===== config.mk =====
export PLATFORM = sky130hd
export DESIGN_NAME = motor_speed_step_controller
export DESIGN_NICKNAME = d
export VERILOG_FILES = /design/src/rtl/mssc_pkg.sv /design/src/rtl/motor_speed_step_controller.sv /design/src/rtl/mssc_cfg.sv
export SDC_FILE = /design/constraint.sdc
export NUM_CORES = 1
export LEC_CHECK = 0
export ABC_CLOCK_PERIOD_IN_PS = 12750
export BUFFER_PORTS_ARGS = -buffer_cell sky130_fd_sc_hd__buf_4
export CAP_MARGIN = 20
export CORE_AREA = 2 2 127 129
export DETAILED_ROUTE_END_ITERATION = 10
export DIE_AREA = 0 0 129 131
export PLACE_DENSITY = 0.68
export SLEW_MARGIN = 20
export SYNTH_ARGS = -nofsm -noshare
export SYNTH_HDL_FRONTEND = slang
export SYNTH_HIERARCHICAL = 1
export SYNTH_SLANG_ARGS = --single-unit

===== constraint.sdc =====
create_clock -name clk -period 12.75 [get_ports clk]
set_clock_uncertainty 0.2 [all_clocks]
set_input_delay 1.275 -clock clk [delete_from_list [all_inputs] [get_ports clk]]
set_output_delay 1.275 -clock clk [all_outputs]
set_load 0.03 [all_outputs]

===== src/rtl/mssc_pkg.sv =====
// ----------------------------------------------------------------------------
// mssc_pkg
// shared types and constants of the motor speed step controller
// ----------------------------------------------------------------------------
package mssc_pkg;

    localparam int TargetW  = 8;
    localparam int PeriodW  = 10;
    localparam int WindowW  = 5;
    localparam int CountW   = 8;
    localparam int DutyW    = 10;
    localparam int PhaseW   = 11;

    localparam int ApbAddrW = 4;
    localparam int ApbDataW = 32;
    localparam int InDataW  = 8;
    localparam int OutDataW = 32;

    localparam logic [TargetW-1:0] HighTargetReset = 8'd120;
    localparam logic [TargetW-1:0] LowTargetReset  = 8'd75;
    localparam logic [PeriodW-1:0] PeriodReset     = 10'd256;
    localparam logic [WindowW-1:0] WindowReset     = 5'd20;

    localparam logic [TargetW-1:0] TargetReset = 8'd75;
    localparam logic [DutyW-1:0]   DutyReset   = 10'd34;
    localparam logic [DutyW-1:0]   DutyFloor   = 10'd2;
    localparam logic [CountW-1:0]  CountMax    = 8'd255;

    typedef enum logic [1:0] {
        REG_HIGH_TARGET  = 2'd0,
        REG_LOW_TARGET   = 2'd1,
        REG_PWM_PERIOD   = 2'd2,
        REG_WINDOW_TICKS = 2'd3
    } cfg_reg_t;

    typedef struct packed {
        logic [TargetW-1:0] high_target;
        logic [TargetW-1:0] low_target;
        logic [PeriodW-1:0] pwm_period;
        logic [WindowW-1:0] window_ticks;
    } cfg_t;

    // input item, last field lowest in tdata
    typedef struct packed {
        logic high_button_n;
        logic low_button_n;
        logic pwm_tick;
        logic slow_tick;
        logic tach_pulse;
    } in_item_t;

    // result item, last field lowest in tdata
    typedef struct packed {
        logic [TargetW-1:0] active_target;
        logic [DutyW-1:0]   duty_count;
        logic [CountW-1:0]  measured_speed;
        logic               drive_level;
    } out_item_t;

endpackage


===== src/rtl/motor_speed_step_controller.sv =====
// an accepted item is registered in the input register, its result in the output register
// throughput: one item per cycle while the output is not stalled, limited by the single state update stage
// a stalled output holds its result while one more item waits in the input register
// reset (rst_n, async, active low) empties both stages and restores state and registers
// ----------------------------------------------------------------------------
// motor_speed_step_controller
// tach pulse counting over a tick window, duty stepping and accumulator pwm
// ----------------------------------------------------------------------------
module motor_speed_step_controller
    import mssc_pkg::*;
(
    input  logic                clk,
    input  logic                rst_n,

    input  logic                psel,
    input  logic                penable,
    input  logic                pwrite,
    input  logic [ApbAddrW-1:0] paddr,
    input  logic [ApbDataW-1:0] pwdata,
    output logic [ApbDataW-1:0] prdata,
    output logic                pready,

    input  logic                s_axis_tvalid,
    output logic                s_axis_tready,
    // tach_pulse, slow_tick, pwm_tick, low_button_n, high_button_n, zero pad
    input  logic [InDataW-1:0]  s_axis_tdata,

    output logic                m_axis_tvalid,
    input  logic                m_axis_tready,
    // drive_level, measured_speed, duty_count, active_target, zero pad
    output logic [OutDataW-1:0] m_axis_tdata
);

    cfg_t cfg;

    logic      in_valid_reg;
    logic      in_valid_next;
    in_item_t  in_item_reg;
    logic      out_valid_reg;
    logic      out_valid_next;
    out_item_t out_item_reg;
    logic      adv;
    logic      s_xfer;

    logic [CountW-1:0]  pulse_count_reg;
    logic [CountW-1:0]  pulse_count_next;
    logic [CountW-1:0]  speed_reg;
    logic [CountW-1:0]  speed_next;
    logic [WindowW-1:0] tick_count_reg;
    logic [WindowW-1:0] tick_count_next;
    logic [TargetW-1:0] target_reg;
    logic [TargetW-1:0] target_next;
    logic [DutyW-1:0]   duty_reg;
    logic [DutyW-1:0]   duty_next;
    logic [PhaseW-1:0]  phase_reg;
    logic [PhaseW-1:0]  phase_next;
    logic               drive_reg;
    logic               drive_next;

    logic [CountW-1:0]  pulse_inc;
    logic [WindowW:0]   tick_inc;
    logic [PhaseW:0]    phase_sum;

    mssc_cfg u_cfg (
        .clk     (clk),
        .rst_n   (rst_n),
        .psel    (psel),
        .penable (penable),
        .pwrite  (pwrite),
        .paddr   (paddr),
        .pwdata  (pwdata),
        .prdata  (prdata),
        .cfg     (cfg)
    );

    assign pready = 1'b1;

    assign adv           = in_valid_reg && (!out_valid_reg || m_axis_tready);
    assign s_axis_tready = !in_valid_reg || adv;
    assign s_xfer        = s_axis_tvalid && s_axis_tready;

    assign m_axis_tvalid = out_valid_reg;
    assign m_axis_tdata  = {{(OutDataW-$bits(out_item_t)){1'b0}}, out_item_reg};

    always_comb
    begin
        in_valid_next  = s_xfer ? 1'b1 : (adv ? 1'b0 : in_valid_reg);
        out_valid_next = adv ? 1'b1 : (m_axis_tready ? 1'b0 : out_valid_reg);
    end

    // one step: tach pulse, then slow tick, then pwm tick
    always_comb
    begin
        pulse_inc        = pulse_count_reg;
        pulse_count_next = pulse_count_reg;
        speed_next       = speed_reg;
        tick_count_next  = tick_count_reg;
        target_next      = target_reg;
        duty_next        = duty_reg;
        phase_next       = phase_reg;
        drive_next       = drive_reg;
        tick_inc         = {1'b0, tick_count_reg} + {{WindowW{1'b0}}, 1'b1};
        phase_sum        = '0;

        if (in_item_reg.tach_pulse && (pulse_count_reg != CountMax))
        begin
            pulse_inc = pulse_count_reg + {{(CountW-1){1'b0}}, 1'b1};
        end
        pulse_count_next = pulse_inc;

        if (in_item_reg.slow_tick)
        begin
            if (tick_inc < {1'b0, cfg.window_ticks})
            begin
                tick_count_next = tick_inc[WindowW-1:0];
                if (!in_item_reg.low_button_n)
                begin
                    target_next = cfg.low_target;
                end
                else if (!in_item_reg.high_button_n)
                begin
                    target_next = cfg.high_target;
                end
            end
            else
            begin
                tick_count_next  = '0;
                speed_next       = pulse_inc;
                pulse_count_next = '0;
                if (pulse_inc > target_reg)
                begin
                    if (duty_reg > DutyFloor)
                    begin
                        duty_next = duty_reg - {{(DutyW-1){1'b0}}, 1'b1};
                    end
                end
                else if (pulse_inc < target_reg)
                begin
                    duty_next = (duty_reg < cfg.pwm_period)
                              ? duty_reg + {{(DutyW-1){1'b0}}, 1'b1}
                              : cfg.pwm_period;
                end
            end
        end

        if (in_item_reg.pwm_tick)
        begin
            phase_sum = {1'b0, phase_reg} + {{(PhaseW+1-DutyW){1'b0}}, duty_next};
            if (phase_sum > {{(PhaseW+1-PeriodW){1'b0}}, cfg.pwm_period})
            begin
                drive_next = 1'b0;
                phase_sum  = phase_sum - {{(PhaseW+1-PeriodW){1'b0}}, cfg.pwm_period};
            end
            else
            begin
                drive_next = 1'b1;
            end
            phase_next = phase_sum[PhaseW-1:0];
        end
    end

    always_ff @(posedge clk or negedge rst_n)
    begin
        if (!rst_n)
        begin
            in_valid_reg    <= 1'b0;
            out_valid_reg   <= 1'b0;
            pulse_count_reg <= '0;
            speed_reg       <= '0;
            tick_count_reg  <= '0;
            target_reg      <= TargetReset;
            duty_reg        <= DutyReset;
            phase_reg       <= '0;
            drive_reg       <= 1'b1;
        end
        else
        begin
            in_valid_reg  <= in_valid_next;
            out_valid_reg <= out_valid_next;
            if (adv)
            begin
                pulse_count_reg <= pulse_count_next;
                speed_reg       <= speed_next;
                tick_count_reg  <= tick_count_next;
                target_reg      <= target_next;
                duty_reg        <= duty_next;
                phase_reg       <= phase_next;
                drive_reg       <= drive_next;
            end
        end
    end

    always_ff @(posedge clk)
    begin
        if (s_xfer)
        begin
            in_item_reg <= in_item_t'(s_axis_tdata[$bits(in_item_t)-1:0]);
        end
        if (adv)
        begin
            out_item_reg.drive_level    <= drive_next;
            out_item_reg.measured_speed <= speed_next;
            out_item_reg.duty_count     <= duty_next;
            out_item_reg.active_target  <= target_next;
        end
    end

endmodule


===== src/rtl/mssc_cfg.sv =====
// ----------------------------------------------------------------------------
// mssc_cfg
// apb register file holding targets, pwm period and window length
// ----------------------------------------------------------------------------
module mssc_cfg
    import mssc_pkg::*;
(
    input  logic                clk,
    input  logic                rst_n,
    input  logic                psel,
    input  logic                penable,
    input  logic                pwrite,
    input  logic [ApbAddrW-1:0] paddr,
    input  logic [ApbDataW-1:0] pwdata,
    output logic [ApbDataW-1:0] prdata,
    output cfg_t                cfg
);

    cfg_t     cfg_reg;
    cfg_t     cfg_next;
    cfg_reg_t sel;

    assign sel = cfg_reg_t'(paddr[ApbAddrW-1:2]);
    assign cfg = cfg_reg;

    always_comb
    begin
        cfg_next = cfg_reg;
        if (psel && penable && pwrite)
        begin
            case (sel)
                REG_HIGH_TARGET:  cfg_next.high_target  = pwdata[TargetW-1:0];
                REG_LOW_TARGET:   cfg_next.low_target   = pwdata[TargetW-1:0];
                REG_PWM_PERIOD:   cfg_next.pwm_period   = pwdata[PeriodW-1:0];
                REG_WINDOW_TICKS: cfg_next.window_ticks = pwdata[WindowW-1:0];
                default:          cfg_next = cfg_reg;
            endcase
        end
    end

    always_comb
    begin
        case (sel)
            REG_HIGH_TARGET:  prdata = {{(ApbDataW-TargetW){1'b0}}, cfg_reg.high_target};
            REG_LOW_TARGET:   prdata = {{(ApbDataW-TargetW){1'b0}}, cfg_reg.low_target};
            REG_PWM_PERIOD:   prdata = {{(ApbDataW-PeriodW){1'b0}}, cfg_reg.pwm_period};
            REG_WINDOW_TICKS: prdata = {{(ApbDataW-WindowW){1'b0}}, cfg_reg.window_ticks};
            default:          prdata = '0;
        endcase
    end

    always_ff @(posedge clk or negedge rst_n)
    begin
        if (!rst_n)
        begin
            cfg_reg.high_target  <= HighTargetReset;
            cfg_reg.low_target   <= LowTargetReset;
            cfg_reg.pwm_period   <= PeriodReset;
            cfg_reg.window_ticks <= WindowReset;
        end
        else
        begin
            cfg_reg <= cfg_next;
        end
    end

endmodule


======== After elaboration in Yosys (flattened, before gate mapping) ========
Index checks and enable logic that the tools add are counted.
word-level totals
  output and inout port bits .............. 67
  register bits after elaboration ......... 116
  word-level logic and storage cells ...... 80
cells by class
  add/subtract/negate cells ............... 6
  muxes and demuxes ....................... 24
  magnitude comparators ................... 6
  equal/unequal tests ..................... 4
  reduce and logical (&&, ||, !) cells .... 18
operators with widths
  kind                                                                               count
  32-bit one-hot mux with 4 select lines                                             1
  8-bit two-way mux                                                                  9
  10-bit two-way mux                                                                 6
  11-bit by 10-bit adder with 12-bit output                                          1
  12-bit by 10-bit greater-than comparator with 1-bit output                         1
  2-bit AND reduction                                                                6
  11-bit two-way mux                                                                 1
  11-bit by 10-bit subtractor with 11-bit output                                     1
  10-bit by 1-bit adder with 10-bit output (second input constant)                   1
  10-bit by 2-bit greater-than comparator with 1-bit output (second input constant)  1
  10-bit less-than comparator                                                        1
  10-bit by 1-bit subtractor with 10-bit output (second input constant)              1
  8-bit by 1-bit adder with 8-bit output (second input constant)                     1
  8-bit greater-than comparator                                                      1
  8-bit less-than comparator                                                         1
  8-bit inequality test (second input constant)                                      1
  5-bit by 1-bit adder with 6-bit output (second input constant)                     1
  6-bit by 5-bit less-than comparator with 1-bit output                              1
  1-bit two-way mux                                                                  6
  1-bit logical AND                                                                  5
  5-bit two-way mux                                                                  1
  2-bit == test (second input constant)                                              2
  2-bit nonzero test                                                                 2
  2-bit by 1-bit == test with 1-bit output (second input constant)                   1
  other kinds (3)                                                                    5

======== Logic depth before layout (Yosys ltp) ========
Gate-level depths: netlist (run 1).
  word-level depth ........................ 12
  depth in mapped cells ................... 30

======== Hierarchy ========
Netlist (run 1), hierarchy kept.
modules (own cells, without submodules)
  module                       seq. area each (um^2)  cells an instance  area each (um^2)  times used
  motor_speed_step_controller  2,296.0                674                5,997.0           1
  mssc_cfg                     789.5                  112                1,601.5           1

======== Least setup slack after synthesis (run 1) ========
OpenSTA, ideal clock, no wires.
  kind .................................... flip-flop to flip-flop
  start ................................... reg pulse_count_reg[0]
  end ..................................... reg phase_reg[1]
  cell stages (with the launch flop) ...... 30
  clock period less this slack ............ 6.581 ns
  arrival ................................. 6.249 ns
  library setup time ...................... 0.132 ns
  path buffers ............................ 2
  setup slack ............................. 6.169 ns
  cell sequence ........................... dfrtp_1 ha_1 nand3_1 o21ai_0 or3_1 xor2_1 inv_1 ha_1 nand4_1 or3_1 clkbuf_1 o21ai_1 a221o_1 a21boi_0 o22ai_1 ha_1 a211oi_2 o21bai_1 a2111o_1 a41o_1 xor2_1 ha_1 nand2_1 or3_1 o22ai_1 a21oi_1 nor3_2 buf_6 mux2i_1 o21ai_1
on the way
  cells in the longest elaborated chain, start to end .. 11
ends and longest elaborated chain
  element                                                                                                                       line                                                                    source
  start: declaration                                                                                                            motor_speed_step_controller.sv:45                                       logic [CountW-1:0] pulse_count_reg;
  start signal: assignment                                                                                                      motor_speed_step_controller.sv:182                                      pulse_count_reg <= pulse_count_next;
  parallel branches: the longest is 2 deep, another holds 8-bit by 1-bit adder with 8-bit output                                -
  8-bit two-way mux *                                                                                                           motor_speed_step_controller.sv:105                                      if (in_item_reg.tach_pulse && (pulse_count_reg != CountMax))
  8-bit less-than comparator                                                                                                    motor_speed_step_controller.sv:137                                      else if (pulse_inc < target_reg)
  10-bit two-way mux                                                                                                            motor_speed_step_controller.sv:137
  10-bit two-way mux *                                                                                                          motor_speed_step_controller.sv:130                                      if (pulse_inc > target_reg)
  10-bit two-way mux *                                                                                                          motor_speed_step_controller.sv:113                                      if (tick_inc < {1'b0, cfg.window_ticks})
  10-bit two-way mux *                                                                                                          motor_speed_step_controller.sv:111                                      if (in_item_reg.slow_tick)
  named net duty_next[1]                                                                                                        motor_speed_step_controller.sv:54                                       logic [DutyW-1:0] duty_next;
  11-bit by 10-bit adder with 12-bit output *                                                                                   motor_speed_step_controller.sv:148                                      phase_sum = {1'b0, phase_reg} + {{(PhaseW+1-DutyW){1'b0}}, duty_next};
  11-bit by 10-bit subtractor with 11-bit output or 12-bit by 10-bit greater-than comparator with 1-bit output (tied branches)  motor_speed_step_controller.sv:152, motor_speed_step_controller.sv:149
  11-bit two-way mux *                                                                                                          motor_speed_step_controller.sv:149                                      if (phase_sum > {{(PhaseW+1-PeriodW){1'b0}}, cfg.pwm_period})
  end signal: assignment                                                                                                        motor_speed_step_controller.sv:187                                      phase_reg <= phase_next;
  end: declaration                                                                                                              motor_speed_step_controller.sv:55                                       logic [PhaseW-1:0] phase_reg;
Mark *: on every way through the listed nets, which the timed path passes.
A chain may end at the register's enable or synchronous reset.

======== Final worst setup path (run 1) ========
  start ................................... reg pulse_count_reg[0]
  end ..................................... reg phase_reg[0]
on the way
  cells in the longest elaborated chain, start to end .. 11
ends and longest elaborated chain
  element                                                                                         line
  parallel branches: the longest is 2 deep, another holds 8-bit by 1-bit adder with 8-bit output  -
  8-bit two-way mux *                                                                             motor_speed_step_controller.sv:105
  8-bit less-than comparator                                                                      motor_speed_step_controller.sv:137
  10-bit two-way mux                                                                              motor_speed_step_controller.sv:137
  10-bit two-way mux *                                                                            motor_speed_step_controller.sv:130
  10-bit two-way mux *                                                                            motor_speed_step_controller.sv:113
  10-bit two-way mux *                                                                            motor_speed_step_controller.sv:111
  named net duty_next[1]                                                                          motor_speed_step_controller.sv:54
  11-bit by 10-bit adder with 12-bit output *                                                     motor_speed_step_controller.sv:148
  12-bit by 10-bit greater-than comparator with 1-bit output *                                    motor_speed_step_controller.sv:149
  11-bit two-way mux *                                                                            motor_speed_step_controller.sv:149
Marks and branches as above.

==> results of run 1 <==
-- power by group --
group / total [mW] / internal (mW) / switching, mW
logic: 1.78 / 0.749 / 1.03
clock network: 0.473 / 0.292 / 0.181
registers: 0.654 / 0.528 / 0.126
total: 2.91 / 1.57 / 1.34
-- through the flow --
| stage | instances | utilization (%) |
|---|---|---|
| 6_report | 1064 | 55.77 |
| 5_1_grt | 1064 | 55.77 |
| 4_1_cts | 1064 | 55.77 |
| 3_5_place_dp | 1032 | 51.96 |
| 3_3_place_gp | 1032 | 51.96 |
| 2_1_floorplan | 811 | - |
-- routing by layer --
layer,GRT usage [%],vias up,wire (um)
met2,36.04,182,8485
met4,7.609,0,340
met3,4.357,25,923
met5,0,-,0
met1,31.64,2846,8442
li1,-,2919,-
-- Yosys cell counts, types with 17 or more instances --
cell type,n
xnor2_1,17
o21ai_0,66
a21oi_1,54
dfstp_2,18
mux2i_1,21
mux2_2,27
buf_4,28
ha_1,46
nand2_1,77
nor2_1,29
nand3_1,30
edfxtp_1,32
dfrtp_1,66
clkbuf_1,26
inv_1,44
-- cells by family (layout without fill, tap and decap cells) --
kind of cell | Yosys count | count (layout) | synth area share (%)
AO/OA/AOI/OAI | 213 | 213 | 17.32
AND/OR/NAND/NOR | 210 | 210 | 13.67
flip-flops | 116 | 116 | 40.61
buffers and inverters | 106 | 143 | 6.982
multiplexers | 61 | 61 | 9.830
adder cells (fa/ha/maj) | 48 | 48 | 8.101
XOR/XNOR | 29 | 29 | 3.343
other | 3 | 28 | 0.1482
-- worst min-delay path, cell delays in order, from the launching register on --
cell and delay, ps:
dfstp_2 360, nand2_1 50, nand2_1 50
-- layout make-up --
| cell class | instances | area share, % |
|---|---|---|
| multi-input cells | 589 | 46.91 |
| flip-flops and latches | 116 | 35.47 |
| repair buffers | 67 | 5.783 |
| clock buffers | 19 | 5.466 |
| well taps | 216 | 3.107 |
| inverters | 44 | 1.899 |
| clock inverters | 13 | 1.367 |
-- path summary, 6_finish.rpt --
check	slack, ps	endpoint	from	cells after the start
max	4430	phase_reg[0]	pulse_count_reg[0]	28
min	260	drive_reg	drive_reg	2
max reg2reg	4430	phase_reg[0]	pulse_count_reg[0]	28
min reg2reg	260	drive_reg	drive_reg	2
max in group asynchronous	10750	phase_reg[10]	rst_n	2
min in group asynchronous	620	tick_count_reg[0]	rst_n	1
==> run summary, run 1 <==
The netlist area before placement came out at between 7000 and 8000 sq um. In this design, the critical path's most frequently occurring cell is ha_1. Synthesis handed over a netlist of 786 instances. After synthesis, the netlist uses 68 different library cells. The worst vdd rail ir drop is 300.3 uV. The predominant post-synthesis flop cell is dfrtp_1. The number of filler cells placed in the layout came out at roughly 1,400.

Buffers inserted to repair hold after CTS numbered 0. Timing analysis after detailed placement gives a worst setup slack of around 4500 ps. The final routed wirelength across all metal layers is roughly 18 mm. The placed standard-cell area is 8104 sq um. 118 I/O pins were placed. The cell taking the most area after synthesis is dfrtp_1. The area taken by flip-flops and latches is roughly 3000 sq um. The antenna violation net count after detailed routing is 0. The detail-routed via count per cell is 5.613. In this run the worst hold path is classified as flip-flop to flip-flop.

The maximum fanout count along the critical path came out at 12. The cell family contributing the most delay on the critical path is compound AO/OA/AOI/OAI gates. The headroom to the max-slew limit is ~31%. The clock transition at the register clock pins on the worst setup and hold paths after CTS came out at around 60 ps. The worst setup path is of the flip-flop to flip-flop kind. TritonCTS built the clock tree. The number of flip-flops in the largest register came out at 31. The half-perimeter wire length after detailed placement is roughly 13 mm. After synthesis, the share of flip-flops with an asynchronous set or reset is between 70% and 80%.

The cell row count is 46. The sequential element share of the synthesized area is 40.61%. The count of vias placed by the detailed router is 5,972. The number of search-and-repair iterations in the first detailed-routing pass is 5. Leaving out fill and tap cells, the most frequent cell in the layout is nand2_1.

The number of buffers inserted to repair setup after CTS is 0. The total of buffers placed on input and output ports is 62. The number of buffers created by CTS came out at 17. The critical path data arrival time is 8450 ps. The core region is 15,600 sq um. The final total negative setup slack came out at 0 ps.

The DRC violation count after routing is 0. The via count of the first global-routing pass is about 5,600. Counting flops and latches in the post-synthesis netlist gives 116. The total number of yosys warnings came out at 6.

The library cells used most frequently in the layout, excluding fill and tap cells, are 77 x nand2_1, 67 x buf_4, 66 x o21ai_0, 66 x dfrtp_1, 53 x a21oi_1. The number of antenna violations at the first check in global routing is 0. The count of max-cap constraint violations is 0. Based on the critical path, the design can be clocked at up to about 120 MHz. Entering global routing, the biggest net connects 49 pins.

The first-pass GRT wire length came out at just under 30 mm. The power density over the cells is ~330 nW/um^2. The final hold violation count came out at 0. On the final layout, the worst hold slack is 260.9 ps. The starting DRC count in detailed routing came out at 537. The buffer and inverter count on the worst path came out at 1.

The worst setup path is launched from a flip-flop. The width of the die is 129 um. Power comes to approximately 2.9 mW.

The final critical-path setup slack is 4434 ps. The sum of overflow across all layers after global routing came out at 0. The synthesis-to-layout area growth came out at 14.47%. Clock tree synthesis found a total of 116 sinks. The mean area per synthesized cell came out at 9.667 sq um. The floorplan die area came out at 16,900 sq um.

The root buffer cell chosen for the clock tree is clkbuf_16. The number of gates resized after CTS is 0. The count of final setup violators came out at 0.

The placer congestion estimate came out at 0.8727. The clock period could shrink to 8316 ps. The worst path uses 65.22% of the clock period. The worst setup path is captured at a flip-flop.

The initial utilization of the core area, before any placement, comes to 48.72%. With fillers left out, the area of the finished cells amounts to 8698 sq um. The total area of multi-input combinational cells came out at 4080 sq um.

For this design, the slowest cell found on the critical path is nor3_2. The data required time of the critical path came out at 12,890 ps. Setup repair after global routing left no endpoint under its margin. The height of the die came out at 131 um.

The routed length per placed instance is between 15 and 20 um. The leakage component of the power came out at 3.798 nW. The run finished with clean final reports. The count of final max-slew check failures came out at 0. The highest cell delay on the worst timing path came out at 870 ps.

The number of buffers between clock root and the deepest sink came out at 2. The total routing resource utilization after global routing is about 23%. The number of antenna cells inserted came out at 0. The later pin in the worst-skew pair is clocked with a latency of 420 ps. At the end of the flow, the number of nets in the layout was a little over 900. The ratio of cells with drive above 1 in the final layout came out at 19.46%. The number of synthesized flops with an enable pin came out at 32. The share of synthesized area in the top cell type comes to 21.74%. The measured slew at the worst slew-check pin is 1035 ps. In the post-synthesis netlist, the biggest area contributors are dfrtp_1 22%, edfxtp_1 13%, ha_1 7.6%. The number of levels the H-tree was split into is 4.
No activity file was read; power rests on OpenSTA's default activity.
==> run 2, diff against run 1 <==
--- a/config.mk
+++ b/config.mk
@@ -5,7 +5,7 @@
 export SDC_FILE = /design/constraint.sdc
 export NUM_CORES = 1
 export LEC_CHECK = 0
-export ABC_CLOCK_PERIOD_IN_PS = 12750
+export ABC_CLOCK_PERIOD_IN_PS = 7700
 export BUFFER_PORTS_ARGS = -buffer_cell sky130_fd_sc_hd__buf_4
 export CAP_MARGIN = 20
 export CORE_AREA = 2 2 127 129
==> constraint.sdc (replaced) <==
create_clock -name clk -period 7.7 [get_ports clk]
set_clock_uncertainty 0.2 [all_clocks]
set_input_delay 0.77 -clock clk [delete_from_list [all_inputs] [get_ports clk]]
set_output_delay 0.77 -clock clk [all_outputs]
set_load 0.03 [all_outputs]
==> run 2 against run 1 <==
Via count is 1.9% higher. Die area stayed put. Setup slack lost 3800 ps. Sequential share of layout area decreased by 0.32 points. Final cell count grew 0.66%. Routed wire length grew 3.1%. First-iteration DRC count down 1.9%. Worst hold slack worse by 160 ps. Design area rose by 0.91%. Global-route usage rose by 0.68 points. Fmax up 17%. Count of clock-buffer cells in the layout is 2 higher.
==> run summary, run 2 (synthesis gave the netlist of run 1 again) <==
The half-perimeter wire length after detailed placement came out at 13.43 mm (+0.61%). The data required time of the critical path was 7770 ps (-5120 ps). The count of max-cap constraint violations is 0 (unchanged). The cell sitting at the root of the clock tree is a clkbuf_16. The core region area is 15,600 sq um (unchanged). TritonCTS built the clock tree. The starting DRC count in detailed routing is 527 (-1.9%).

The most repeated library cell on the critical path is ha_1. The cell count of the worst reg-to-reg path was 29 (+3.6%). The height of the die came out at 131 um (unchanged). The DRC violation count after routing is 0 (unchanged).

The floorplan die area was 16,900 sq um (unchanged). The length of routed met3 wiring came out at 1.135 mm (+23%). The most critical setup path has its endpoint at phase_reg[8]. The total routing resource utilization after global routing came out at 23.44% (+0.68 points). The clock sink total came out at 116 (unchanged). The number of top-level pins came out at 118 (unchanged). The endpoint identified for the worst register-to-register timing path is phase_reg[8]. The met1 wire length came out at 8.754 mm (+3.7%). The total of buffers placed on input and output ports is 62 (unchanged).

The highest-delay cell along the critical path is or3_4. The highest cell delay on the worst timing path came to 470 ps (-400 ps). The final total negative setup slack came to 0 ps (unchanged). The highest attainable clock frequency came out at 141.1 MHz (+17%). The measured slew at the worst slew-check pin came out at 943.6 ps (-91.19 ps). The detailed route wirelength on metal2 came out at 8.593 mm (+1.3%). The number of search-and-repair iterations in the first detailed-routing pass is 5 (unchanged). The maximum number of pins on one net before global-route repair is 51 (+4.1%). The post-route cell area was 8777 sq um (+0.91%). The placed standard-cell area was 8157 sq um (+0.65%). The antenna violation net count after detailed routing came out at 0 (unchanged). The final hold violation count is 0 (unchanged).

The count of nets after finishing is 941 (+0.75%). In the layout the commonest cells are 77 x nand2_1, 74 x buf_4, 66 x dfrtp_1, 64 x o21ai_0, 52 x a21oi_1. The count of vias placed by the detailed router came out at 6,085 (+1.9%). The starting density of the core is 48.72% (unchanged).

The number of levels the H-tree was split into came out at 4 (unchanged). The maximum fanout count along the critical path is 7 (-5). The highest layer touched by signal routing is met4. The routed length per placed instance was 17.51 um (+2.4%). The count of final setup violators is 0 (unchanged).

The part of the cycle the worst path needs came out at 92.03% (+27 points). The most critical setup path has its startpoint at pulse_count_reg[0]. The headroom to the max-slew limit is 36.86% (+6.2 points).

The run finished with clean final reports. The clock latency on the worst-skew pair was 420 ps (about the same). The final critical-path setup slack is 613.4 ps (-3821 ps).

The number of buffers between clock root and the deepest sink is 2 (unchanged). The number of antenna violations at the first check in global routing came out at 1 (+1). The setup slack on the worst flop-to-flop path came to 610 ps (-3820 ps). The first-pass GRT wire length is 30.19 mm (+2.9%). The via count of the first global-routing pass is 5,764 (+3.1%). The critical path data arrival time came out at 7160 ps (-1290 ps). The worst setup path is launched from a flip-flop. The number of buffers created by CTS is 17 (unchanged). The final worst hold slack came out at 105.7 ps (-155.2 ps). The critical path is of the flip-flop to flip-flop type.

The cell row count is 46 (unchanged). The path class of the tightest hold or removal check is primary input to asynchronous set/reset pin. In this run the critical register-to-register path is launched from pulse_count_reg[0].

The number of buffers inserted to repair setup after CTS came out at 0 (unchanged). The clock transition at the register clock pins on the worst setup and hold paths after CTS is 50 ps (about the same). The placer congestion estimate came to 0.9180 (+5.2%). The count of final max-slew check failures came out at 0 (unchanged). The width of the die is 129 um (unchanged). The minimum period implied by the final worst setup slack came out at 7087 ps (-1229 ps).

The synthesis-to-layout area growth came out at 15.51%. The number of flip-flops in the largest register came out at 31 (unchanged). The ratio of cells with drive above 1 in the final layout is 20.12% (+0.66 points).

The detail-routed via count per cell came to 5.682 (+1.2%). The sum of overflow across all layers after global routing came out at 0 (unchanged). The library cell used most frequently in the layout, excluding fill and tap cells, is nand2_1.

The setup slack at placement is 259.0 ps (-4242 ps). Setup repair after global routing left no endpoint under its margin. The final routed wirelength across all metal layers came to 18.75 mm (+3.1%). The nature of the critical path endpoint is a flip-flop. The number of antenna cells inserted came out at 0 (unchanged).
run 2: cell type report:
cell class	count	area (sq um)
clock inverter	11	133.9
tap	216	270.3
multi-input combinational	589	4116
inverter	44	165.2
sequential	116	3085
fill	1427	6820
clock buffer	21	450.4
timing repair buffer	74	555.5
run 2: stage by stage:
| step | utilization, % | cells |
|---|---|---|
| after global placement | 52.29 | 1039 |
| after CTS | 56.04 | 1071 |
| final | 56.27 | 1071 |
| after detailed placement | 52.29 | 1039 |
| after floorplan | - | 811 |
| after global routing | 56.27 | 1071 |
run 2: how the worst min path moves through the flow:
| stage | to | slack (ps) | depth (start not counted) |
|---|---|---|---|
| 2_1_floorplan | drive_reg | 240 | 2 |
| 3_3_place_gp | drive_reg | 250 | 2 |
| 3_5_place_dp | drive_reg | 260 | 2 |
| 4_1_cts | u_cfg/cfg[19] | 110 | 1 |
| 5_1_grt | u_cfg/cfg[19] | 130 | 1 |
| 6_report | u_cfg/cfg[19] | 110 | 1 |
run 2: what timing repair did:
item	CTS	global route
resized for setup	0	8
hold buffers	0	0
endpoints found under the setup margin	0	12
hold endpoints to repair	0	0
run 2: layer usage:
metal / vias up / track usage, %
li1: 2925 / -
met1: 2916 / 33.19
met2: 220 / 35.85
met3: 24 / 5.090
met4: 0 / 7.992
met5: - / 0
run 2: critical path, delay by kind of cell, from the launching register on:
| kind | cells | cell delay (ps) |
|---|---|---|
| buffers and inverters | 3 | 480 |
| AOI/OAI and AO/OA | 11 | 1860 |
| adders and majority gates | 4 | 1370 |
| DFF | 1 | 430 |
| muxes | 1 | 200 |
| xor gates and xnor gates | 2 | 400 |
| and+or+nand+nor | 8 | 2000 |
Power of run 2 is left out: the tool's default activity adds up to more than one toggle a clock period on the data nets, which glitch-free logic cannot reach.
